`src/rtl/bounded_integer_set_macros.svh`:
```
// assertion helpers for the bounded integer set
`ifndef BOUNDED_INTEGER_SET_MACROS_SVH
`define BOUNDED_INTEGER_SET_MACROS_SVH

`ifndef SYNTHESIS
// same-cycle implication
`define BIS_ASSERT_IMP(lbl, ante, cons) \
    lbl: assert property (@(posedge aclk) disable iff (!aresetn) (ante) |-> (cons)) \
        else $error("bounded_integer_set: same-cycle check failed");
// next-cycle implication
`define BIS_ASSERT_NXT(lbl, ante, cons) \
    lbl: assert property (@(posedge aclk) disable iff (!aresetn) (ante) |=> (cons)) \
        else $error("bounded_integer_set: next-cycle check failed");
`else
`define BIS_ASSERT_IMP(lbl, ante, cons)
`define BIS_ASSERT_NXT(lbl, ante, cons)
`endif

`endif

```
`src/rtl/bis_pkg.sv`:
```
`timescale 1ns / 1ps

package bis_pkg;

    localparam int CAPACITY_DEF = 64;

    localparam int VAL_W   = 32;
    localparam int COUNT_W = 7;

    localparam logic [1:0] KIND_INSERT = 2'd0;
    localparam logic [1:0] KIND_REMOVE = 2'd1;
    localparam logic [1:0] KIND_LOOKUP = 2'd2;

    localparam logic [1:0] ST_OK      = 2'd0;
    localparam logic [1:0] ST_BOUNDS  = 2'd1;
    localparam logic [1:0] ST_ABSENT  = 2'd2;
    localparam logic [1:0] ST_FULL    = 2'd3;

    localparam logic [7:0] REG_LOWER = 8'd0;
    localparam logic [7:0] REG_UPPER = 8'd1;

    localparam logic signed [VAL_W-1:0] LOWER_RST = 32'sh8000_0000;
    localparam logic signed [VAL_W-1:0] UPPER_RST = 32'sh7FFF_FFFF;

    typedef enum logic [3:0] {
        FSM_IDLE  = 4'b0001,
        FSM_SCAN  = 4'b0010,
        FSM_WRITE = 4'b0100,
        FSM_DONE  = 4'b1000
    } fsm_t;

endpackage

```
`src/rtl/bounded_integer_set.sv`:
```
`timescale 1ns / 1ps
// Set of distinct signed 32-bit integers held in a single-port entry memory of
// CAPACITY words, slots 0 to count-1 in use. Each word inserts (tuser 0), removes
// (tuser 1) or looks up (tuser 2 or 3) the value in tdata and returns one result
// word with status, prior membership, count, and the minimum and maximum of the set
// after the operation. For each item the memory is read one entry per cycle over
// the count stored entries to find the value, the last entry and the minimum and
// maximum; the scan then closes, the write state writes back and the done state
// loads the result. The next input word is taken only once the result of the item
// before it is loaded into the output register. A result waiting on m_tready does
// not block the next input word; the item after it holds in its last state until
// the output register frees. Bounds are written through the cfg port (index 0
// lower, 1 upper, others ignored); the user must write them only while the block
// is idle, as the block itself does not enforce it.
`include "bounded_integer_set_macros.svh"

module bounded_integer_set #(
    parameter int CAPACITY = bis_pkg::CAPACITY_DEF
) (
    input  logic        aclk,
    input  logic        aresetn,
    input  logic        s_tvalid,
    output logic        s_tready,
    input  logic [31:0] s_tdata,    // value[31:0]
    input  logic [1:0]  s_tuser,    // kind[1:0]
    output logic        m_tvalid,
    input  logic        m_tready,
    // member[0], count[7:1], has_elements[8], smallest[40:9], largest[72:41], zero
    output logic [79:0] m_tdata,
    output logic [1:0]  m_tuser,    // status[1:0]
    input  logic        cfg_valid,
    output logic        cfg_ready,
    input  logic [7:0]  cfg_index,
    input  logic [31:0] cfg_data
);

    localparam int ADDR_W = (CAPACITY > 1) ? $clog2(CAPACITY) : 1;
    localparam int CNT_W  = $clog2(CAPACITY + 1);

    bis_pkg::fsm_t state_reg, state_next;

    logic signed [31:0] lower_reg, upper_reg;
    logic [CNT_W-1:0]   fill_reg, fill_next;
    logic [1:0]         kind_reg;
    logic signed [31:0] value_reg;

    logic [CNT_W-1:0]   iss_reg;
    logic               dat_vld_reg;
    logic [ADDR_W-1:0]  dat_idx_reg;
    logic [31:0]        rd_data_reg;

    logic               found_reg;
    logic [ADDR_W-1:0]  pos_reg;
    logic [31:0]        last_reg;
    logic               have_reg;
    logic signed [31:0] min_reg, max_reg;

    logic [1:0]         res_status_reg;
    logic               res_has_reg;
    logic signed [31:0] res_lo_reg, res_hi_reg;

    logic               m_valid_reg;
    logic [79:0]        m_data_reg;
    logic [1:0]         m_user_reg;

    logic [31:0]        entries_mem [CAPACITY];

    logic               rd_en, wr_en;
    logic [ADDR_W-1:0]  wr_addr;
    logic [31:0]        wr_data;
    logic               scan_end, out_free, in_acc;

    assign s_tready  = (state_reg == bis_pkg::FSM_IDLE);
    assign cfg_ready = 1'b1;
    assign m_tvalid  = m_valid_reg;
    assign m_tdata   = m_data_reg;
    assign m_tuser   = m_user_reg;

    assign in_acc   = s_tvalid && s_tready;
    assign out_free = !m_valid_reg || m_tready;
    assign rd_en    = (state_reg == bis_pkg::FSM_SCAN) && (iss_reg < fill_reg);
    assign scan_end = (state_reg == bis_pkg::FSM_SCAN) && !rd_en && !dat_vld_reg;

    // the entry memory
    always_ff @(posedge aclk) begin
        if (wr_en) begin
            entries_mem[wr_addr] <= wr_data;
        end
        if (rd_en) begin
            rd_data_reg <= entries_mem[iss_reg[ADDR_W-1:0]];
        end
    end

    // operation outcome, evaluated in the write state
    logic               is_ins, is_rem, out_bnd, ins_ok, rem_ok, in_final;
    logic [1:0]         status_c;
    logic signed [31:0] lo_c, hi_c;
    logic               has_c;

    always_comb begin
        is_ins  = (kind_reg == bis_pkg::KIND_INSERT);
        is_rem  = (kind_reg == bis_pkg::KIND_REMOVE);
        out_bnd = (value_reg < lower_reg) || (upper_reg < value_reg);
        ins_ok  = 1'b0;
        rem_ok  = 1'b0;
        status_c = bis_pkg::ST_OK;
        if (is_ins && !found_reg) begin
            if (out_bnd) begin
                status_c = bis_pkg::ST_BOUNDS;
            end else if (fill_reg >= CNT_W'(CAPACITY)) begin
                status_c = bis_pkg::ST_FULL;
            end else begin
                ins_ok = 1'b1;
            end
        end else if (is_rem) begin
            if (found_reg) begin
                rem_ok = 1'b1;
            end else begin
                status_c = bis_pkg::ST_ABSENT;
            end
        end
        // min and max of the old set without the value, plus the value if it stays
        in_final = (found_reg && !is_rem) || ins_ok;
        lo_c  = min_reg;
        hi_c  = max_reg;
        has_c = have_reg || in_final;
        if (in_final) begin
            if (!have_reg || value_reg < min_reg) lo_c = value_reg;
            if (!have_reg || max_reg < value_reg) hi_c = value_reg;
        end
        if (!has_c) begin
            lo_c = '0;
            hi_c = '0;
        end

        fill_next = fill_reg;
        wr_en     = 1'b0;
        wr_addr   = fill_reg[ADDR_W-1:0];
        wr_data   = value_reg;
        if (state_reg == bis_pkg::FSM_WRITE) begin
            if (ins_ok) begin
                wr_en     = 1'b1;
                fill_next = fill_reg + CNT_W'(1);
            end else if (rem_ok) begin
                // move the last entry into the hole
                wr_en     = 1'b1;
                wr_addr   = pos_reg;
                wr_data   = last_reg;
                fill_next = fill_reg - CNT_W'(1);
            end
        end
    end

    always_comb begin
        state_next = state_reg;
        unique case (state_reg)
            bis_pkg::FSM_IDLE:  if (in_acc) state_next = bis_pkg::FSM_SCAN;
            bis_pkg::FSM_SCAN:  if (scan_end) state_next = bis_pkg::FSM_WRITE;
            bis_pkg::FSM_WRITE: state_next = bis_pkg::FSM_DONE;
            bis_pkg::FSM_DONE:  if (out_free) state_next = bis_pkg::FSM_IDLE;
            default:            state_next = bis_pkg::FSM_IDLE;
        endcase
    end

    always_ff @(posedge aclk) begin
        if (!aresetn) begin
            state_reg   <= bis_pkg::FSM_IDLE;
            fill_reg    <= '0;
            lower_reg   <= bis_pkg::LOWER_RST;
            upper_reg   <= bis_pkg::UPPER_RST;
            dat_vld_reg <= 1'b0;
            m_valid_reg <= 1'b0;
        end else begin
            state_reg   <= state_next;
            fill_reg    <= fill_next;
            dat_vld_reg <= rd_en;
            if (cfg_valid && cfg_ready) begin
                case (cfg_index)
                    bis_pkg::REG_LOWER: lower_reg <= cfg_data;
                    bis_pkg::REG_UPPER: upper_reg <= cfg_data;
                    default: ;
                endcase
            end
            if (state_reg == bis_pkg::FSM_DONE && out_free) begin
                m_valid_reg <= 1'b1;
            end else if (m_tready) begin
                m_valid_reg <= 1'b0;
            end
        end
    end

    // datapath, no reset needed
    always_ff @(posedge aclk) begin
        if (in_acc) begin
            kind_reg  <= s_tuser;
            value_reg <= s_tdata;
            iss_reg   <= '0;
            found_reg <= 1'b0;
            have_reg  <= 1'b0;
            pos_reg   <= '0;
            last_reg  <= '0;
        end
        if (rd_en) begin
            iss_reg     <= iss_reg + CNT_W'(1);
            dat_idx_reg <= iss_reg[ADDR_W-1:0];
        end
        if (dat_vld_reg) begin
            if (rd_data_reg == value_reg) begin
                found_reg <= 1'b1;
                pos_reg   <= dat_idx_reg;
            end else begin
                have_reg <= 1'b1;
                if (!have_reg || $signed(rd_data_reg) < min_reg) min_reg <= rd_data_reg;
                if (!have_reg || max_reg < $signed(rd_data_reg)) max_reg <= rd_data_reg;
            end
            if (CNT_W'(dat_idx_reg) == fill_reg - CNT_W'(1)) begin
                last_reg <= rd_data_reg;
            end
        end
        if (state_reg == bis_pkg::FSM_WRITE) begin
            res_status_reg <= status_c;
            res_has_reg    <= has_c;
            res_lo_reg     <= lo_c;
            res_hi_reg     <= hi_c;
        end
        if (state_reg == bis_pkg::FSM_DONE && out_free) begin
            m_user_reg <= res_status_reg;
            m_data_reg <= {7'd0, res_hi_reg, res_lo_reg, res_has_reg,
                           bis_pkg::COUNT_W'(fill_reg), found_reg};
        end
    end

    `BIS_ASSERT_IMP(a_fill_cap, 1'b1, fill_reg <= CNT_W'(CAPACITY))
    `BIS_ASSERT_NXT(a_fill_only_on_write, state_reg != bis_pkg::FSM_WRITE, $stable(fill_reg))
    `BIS_ASSERT_NXT(a_remove_drops_one, state_reg == bis_pkg::FSM_WRITE && rem_ok, fill_reg == $past(fill_reg) - CNT_W'(1))
    `BIS_ASSERT_NXT(a_result_loaded, state_reg == bis_pkg::FSM_DONE && out_free, m_valid_reg && state_reg == bis_pkg::FSM_IDLE)

endmodule

```
`config.mk`:
```
export PLATFORM = sky130hd
export DESIGN_NAME = bounded_integer_set
export DESIGN_NICKNAME = d
export VERILOG_FILES = /design/src/rtl/bis_pkg.sv /design/src/rtl/bounded_integer_set.sv
export VERILOG_INCLUDE_DIRS = /design/src /design/src/rtl
export SDC_FILE = /design/constraint.sdc
export NUM_CORES = 2
export LEC_CHECK = 0
export BUFFER_PORTS_ARGS = -buffer_cell sky130_fd_sc_hd__buf_4
export CORE_MARGIN = 10
export CORE_UTILIZATION = 31
export CTS_CLUSTER_SIZE = 12
export DETAILED_ROUTE_END_ITERATION = 6
export HOLD_SLACK_MARGIN = 0.03
export PLACE_DENSITY = 0.54
export SETUP_SLACK_MARGIN = 0.05
export SYNTH_ARGS = -nofsm -noshare
export SYNTH_HDL_FRONTEND = slang
export SYNTH_SLANG_ARGS = --single-unit
```
`constraint.sdc`:
```
create_clock -name aclk -period 4.9 [get_ports aclk]
set_input_delay 0.245 -clock aclk [delete_from_list [all_inputs] [get_ports aclk]]
set_output_delay 0.245 -clock aclk [all_outputs]
set_load 0.02 [all_outputs]
```
==> flow_metrics.env <==
export IMPL_post_route_util=0.3659
export IMPL_numCtsBuffers=244
export IMPL_synth_top_family_by_area="multiplexers"
export IMPL_largest_reg_flops=2048
export IMPL_synth_mux_area_frac=0.1597
export IMPL_wl_per_cell_um=27.70
export IMPL_regArea_um2=72400
export IMPL_rsz0062_at_grt="false"
export IMPL_drt_initial_drc_count=5033
export IMPL_clockBufferDepth=4
export IMPL_fillCellCount=28320
export IMPL_hold_path_class="input port to flip-flop"
export IMPL_grt_overflow=0
export IMPL_vias=48210
export IMPL_slowest_delay_ns=0.46
export IMPL_synth_area_leaders="edfxtp_1 72%, mux4_2 16%, ha_1 2.5%"
export IMPL_final_nets=5453
export IMPL_syn_inst=4682
export IMPL_syn_cell_area_um2=97030
export IMPL_grt_first_pass_wirelength_um=373700
export IMPL_grt_start_max_net_pins=106
export IMPL_yosys_warnings=0
export IMPL_fin_crit_sh=0.8384
export IMPL_crit_fanout=32
export IMPL_peakVddDrop_uv=286.2
export IMPL_max_slew_margin_rel=0.1369
export IMPL_worst_r2r_path_depth=13
export IMPL_layout_common_cells="2333 x edfxtp_1, 672 x mux4_2, 274 x buf_4, 248 x clkbuf_16, 239 x nand2_1"
export IMPL_maxCapViolCount=0
export IMPL_post_route_drc_count=0
export IMPL_die_height_um=579.5
export IMPL_tightest_slew_ns=1.290
export IMPL_hpwl_um=171600
export IMPL_status="completed"
export IMPL_yosys_area_top_type="edfxtp_1"
export IMPL_yosys_area_share_simple=0.02661
export IMPL_cts_setup_buffers=0
export IMPL_wirelength_um=261700
export IMPL_crit_chain="inv_1, ha_1, nand4_1, nor4_1, a32oi_1, a21oi_1, o22ai_2, o41ai_4, buf_4, nand4_1, buf_4, nor2_4, buf_12"
export IMPL_synth_compound_area_frac=0.02218
export IMPL_clock_latency_ns=0.92
export IMPL_first_global_vias=48890
export IMPL_antenna_found_initial=20
export IMPL_layout_setup_ws_ns=0.7917
export IMPL_slowest_stage="edfxtp_1"
export IMPL_cts_root_buf="clkbuf_16"
export IMPL_setup_viol=0
export IMPL_min_period_ns=4.108
export IMPL_ff2ff_setup_slack_ns=0.79
export IMPL_startpoint="value_reg[14]$_DFFE_PP_"
export IMPL_path_class="flip-flop to flip-flop"
export IMPL_area_delta_synth_final_pct=17.52
export IMPL_hold_start="s_tdata[17]"
export IMPL_arrival_ns=4.62
export IMPL_dieWidth_um=579.5
export IMPL_fp_row_count=205
export IMPL_initial_core_util=0.3114
export IMPL_drtAntennaViolNets=0
export IMPL_cts_sinks=2450
export IMPL_die_area_um2=335800
export IMPL_hold_slack_ns=0.1434
export IMPL_synth_xor_area_frac=0.004603
export IMPL_final_common_cell="edfxtp_1"
export IMPL_drt_pass1_iterations=5
export IMPL_cp_end_kind="flip-flop"
export IMPL_syn_avg_cell_area_um2=20.72
export IMPL_fmax_mhz=243.4
export IMPL_crit_required_ns=5.41
export IMPL_hold_viol=0
export IMPL_final_max_slew_violation_count=0
export IMPL_ys_ff_latch=2450
export IMPL_multi_input_area_um2=24050
export IMPL_cp_start_kind="flip-flop"
export IMPL_h_tree_depth=4
export IMPL_p_total_w=0.04668
export IMPL_seq_area_frac_synth=0.7461
export IMPL_largest_register="entries_mem"
export IMPL_leakagePower_nw=36.12
export IMPL_ios=164
export IMPL_place_gp_congestion=0.8512
export IMPL_synth_fa_ha_area_frac=0.02514
export IMPL_finClkSkew_ns=0.1057
export IMPL_cts_clk_slew_worst_paths_ns=0.06
export IMPL_p_per_area_nw_per_um2=409.4
export IMPL_synth_cell_types=66
export IMPL_gr_usage_all_layers=0.1527
export IMPL_synth_edf_count=2333
export IMPL_drive_gt1_frac=0.2707
export IMPL_setup_worst_path_end="entries_mem[43][1]$_DFFE_PP_"
export IMPL_synth_main_ff_cell="edfxtp_1"
export IMPL_dp_slack_ns=0.7973
export IMPL_routed_via_density=5.103
export IMPL_finalSetupTns_ns=0
export IMPL_r2r_start="value_reg[14]$_DFFE_PP_"
export IMPL_port_buffers=155
export IMPL_ys_async_sr_fraction=0
export IMPL_coreArea_um2=311600
export IMPL_synth_top_area_frac=0.7220
export IMPL_reg2reg_to="entries_mem[43][1]$_DFFE_PP_"
export IMPL_cts_tree="built"
layout make-up:
| type | instances | area share |
|---|---|---|
| sequential | 2450 | 0.6349 |
| timing repair buffer | 464 | 0.04297 |
| antenna | 4 | 0.00008778 |
| tap | 4140 | 0.04543 |
| clock inverter | 39 | 0.002535 |
| multi-input combinational | 1865 | 0.2109 |
| clock buffer | 332 | 0.05807 |
| inverter | 154 | 0.005069 |
worst min path at each step:
stage,endpoint,slack [ns],depth (start not counted)
floorplan,kind_reg[0]$_DFFE_PP_,0.34,0
global placement,m_tdata[45]$_DFFE_PP_,0.41,0
detailed placement,m_tdata[42]$_DFFE_PP_,0.41,0
CTS,value_reg[7]$_DFFE_PP_,0.09,2
global route,value_reg[15]$_DFFE_PP_,0.12,2
finish,value_reg[17]$_DFFE_PP_,0.14,2
synthesized netlist by cell type, drive strengths merged, types with 3 or more instances:
cell type and n:
a211o 3, a211oi 9, a21o 37, a21oi 83
a221oi 4, a22o 32, a31oi 4, and3 7
buf 87, clkbuf 132, dfxtp 117, edfxtp 2333
ha 195, inv 153, mux2i 36, mux4 672
nand2 239, nand2b 12, nand3 90, nand3b 6
nand4 45, nor2 108, nor2b 9, nor3 20
nor4 16, nor4b 4, o211ai 10, o21a 8
o21ai 109, o311ai 3, o31ai 11, or2 3
or3 4, xnor2 14, xor2 37
critical path, delay by kind of cell, from the launching register on:
kind | cells | cell delay [ns]
DFF | 1 | 0.46
and+or+nand+nor | 4 | 0.81
adders and majority gates | 1 | 0.37
buffers and inverters | 4 | 0.99
AOI/OAI and AO/OA | 4 | 1.08
report_power, final:
group          total (W)  internal (W)  switching [W]
Combinational    0.00616       0.00241        0.00375
Sequential        0.0236        0.0235       0.000125
Clock             0.0169       0.00943        0.00751
layer usage:
layer  vias up  share of wire  global-route usage
li1      20270              -                   -
met1     25930           0.44              0.2189
met2      1698           0.46              0.2395
met3       311          0.075             0.03182
met4         0          0.023             0.03496
met5         -              0                   0
cells by family after synthesis:
group | after synthesis
flip-flops | 2450
multiplexers | 708
AND/OR/NAND/NOR | 569
buffers and inverters | 373
AO/OA/AOI/OAI | 334
adder cells (fa/ha/maj) | 195
XOR/XNOR | 51
other | 2
stage by stage:
stage / cell area [um^2] / cells
after floorplan: 97060 / 4688
after global placement: 106200 / 8977
after CTS: 114000 / 9444
final: 114000 / 9448
after global routing: 114000 / 9445
after detailed placement: 106200 / 8977
repair_timing:
| action | CTS | global route |
|---|---|---|
| gates resized for setup | 0 | 0 |
| hold buffers | 96 | 0 |
| hold endpoints to repair | 105 | 0 |
No activity file was read; power rests on OpenSTA's default activity.
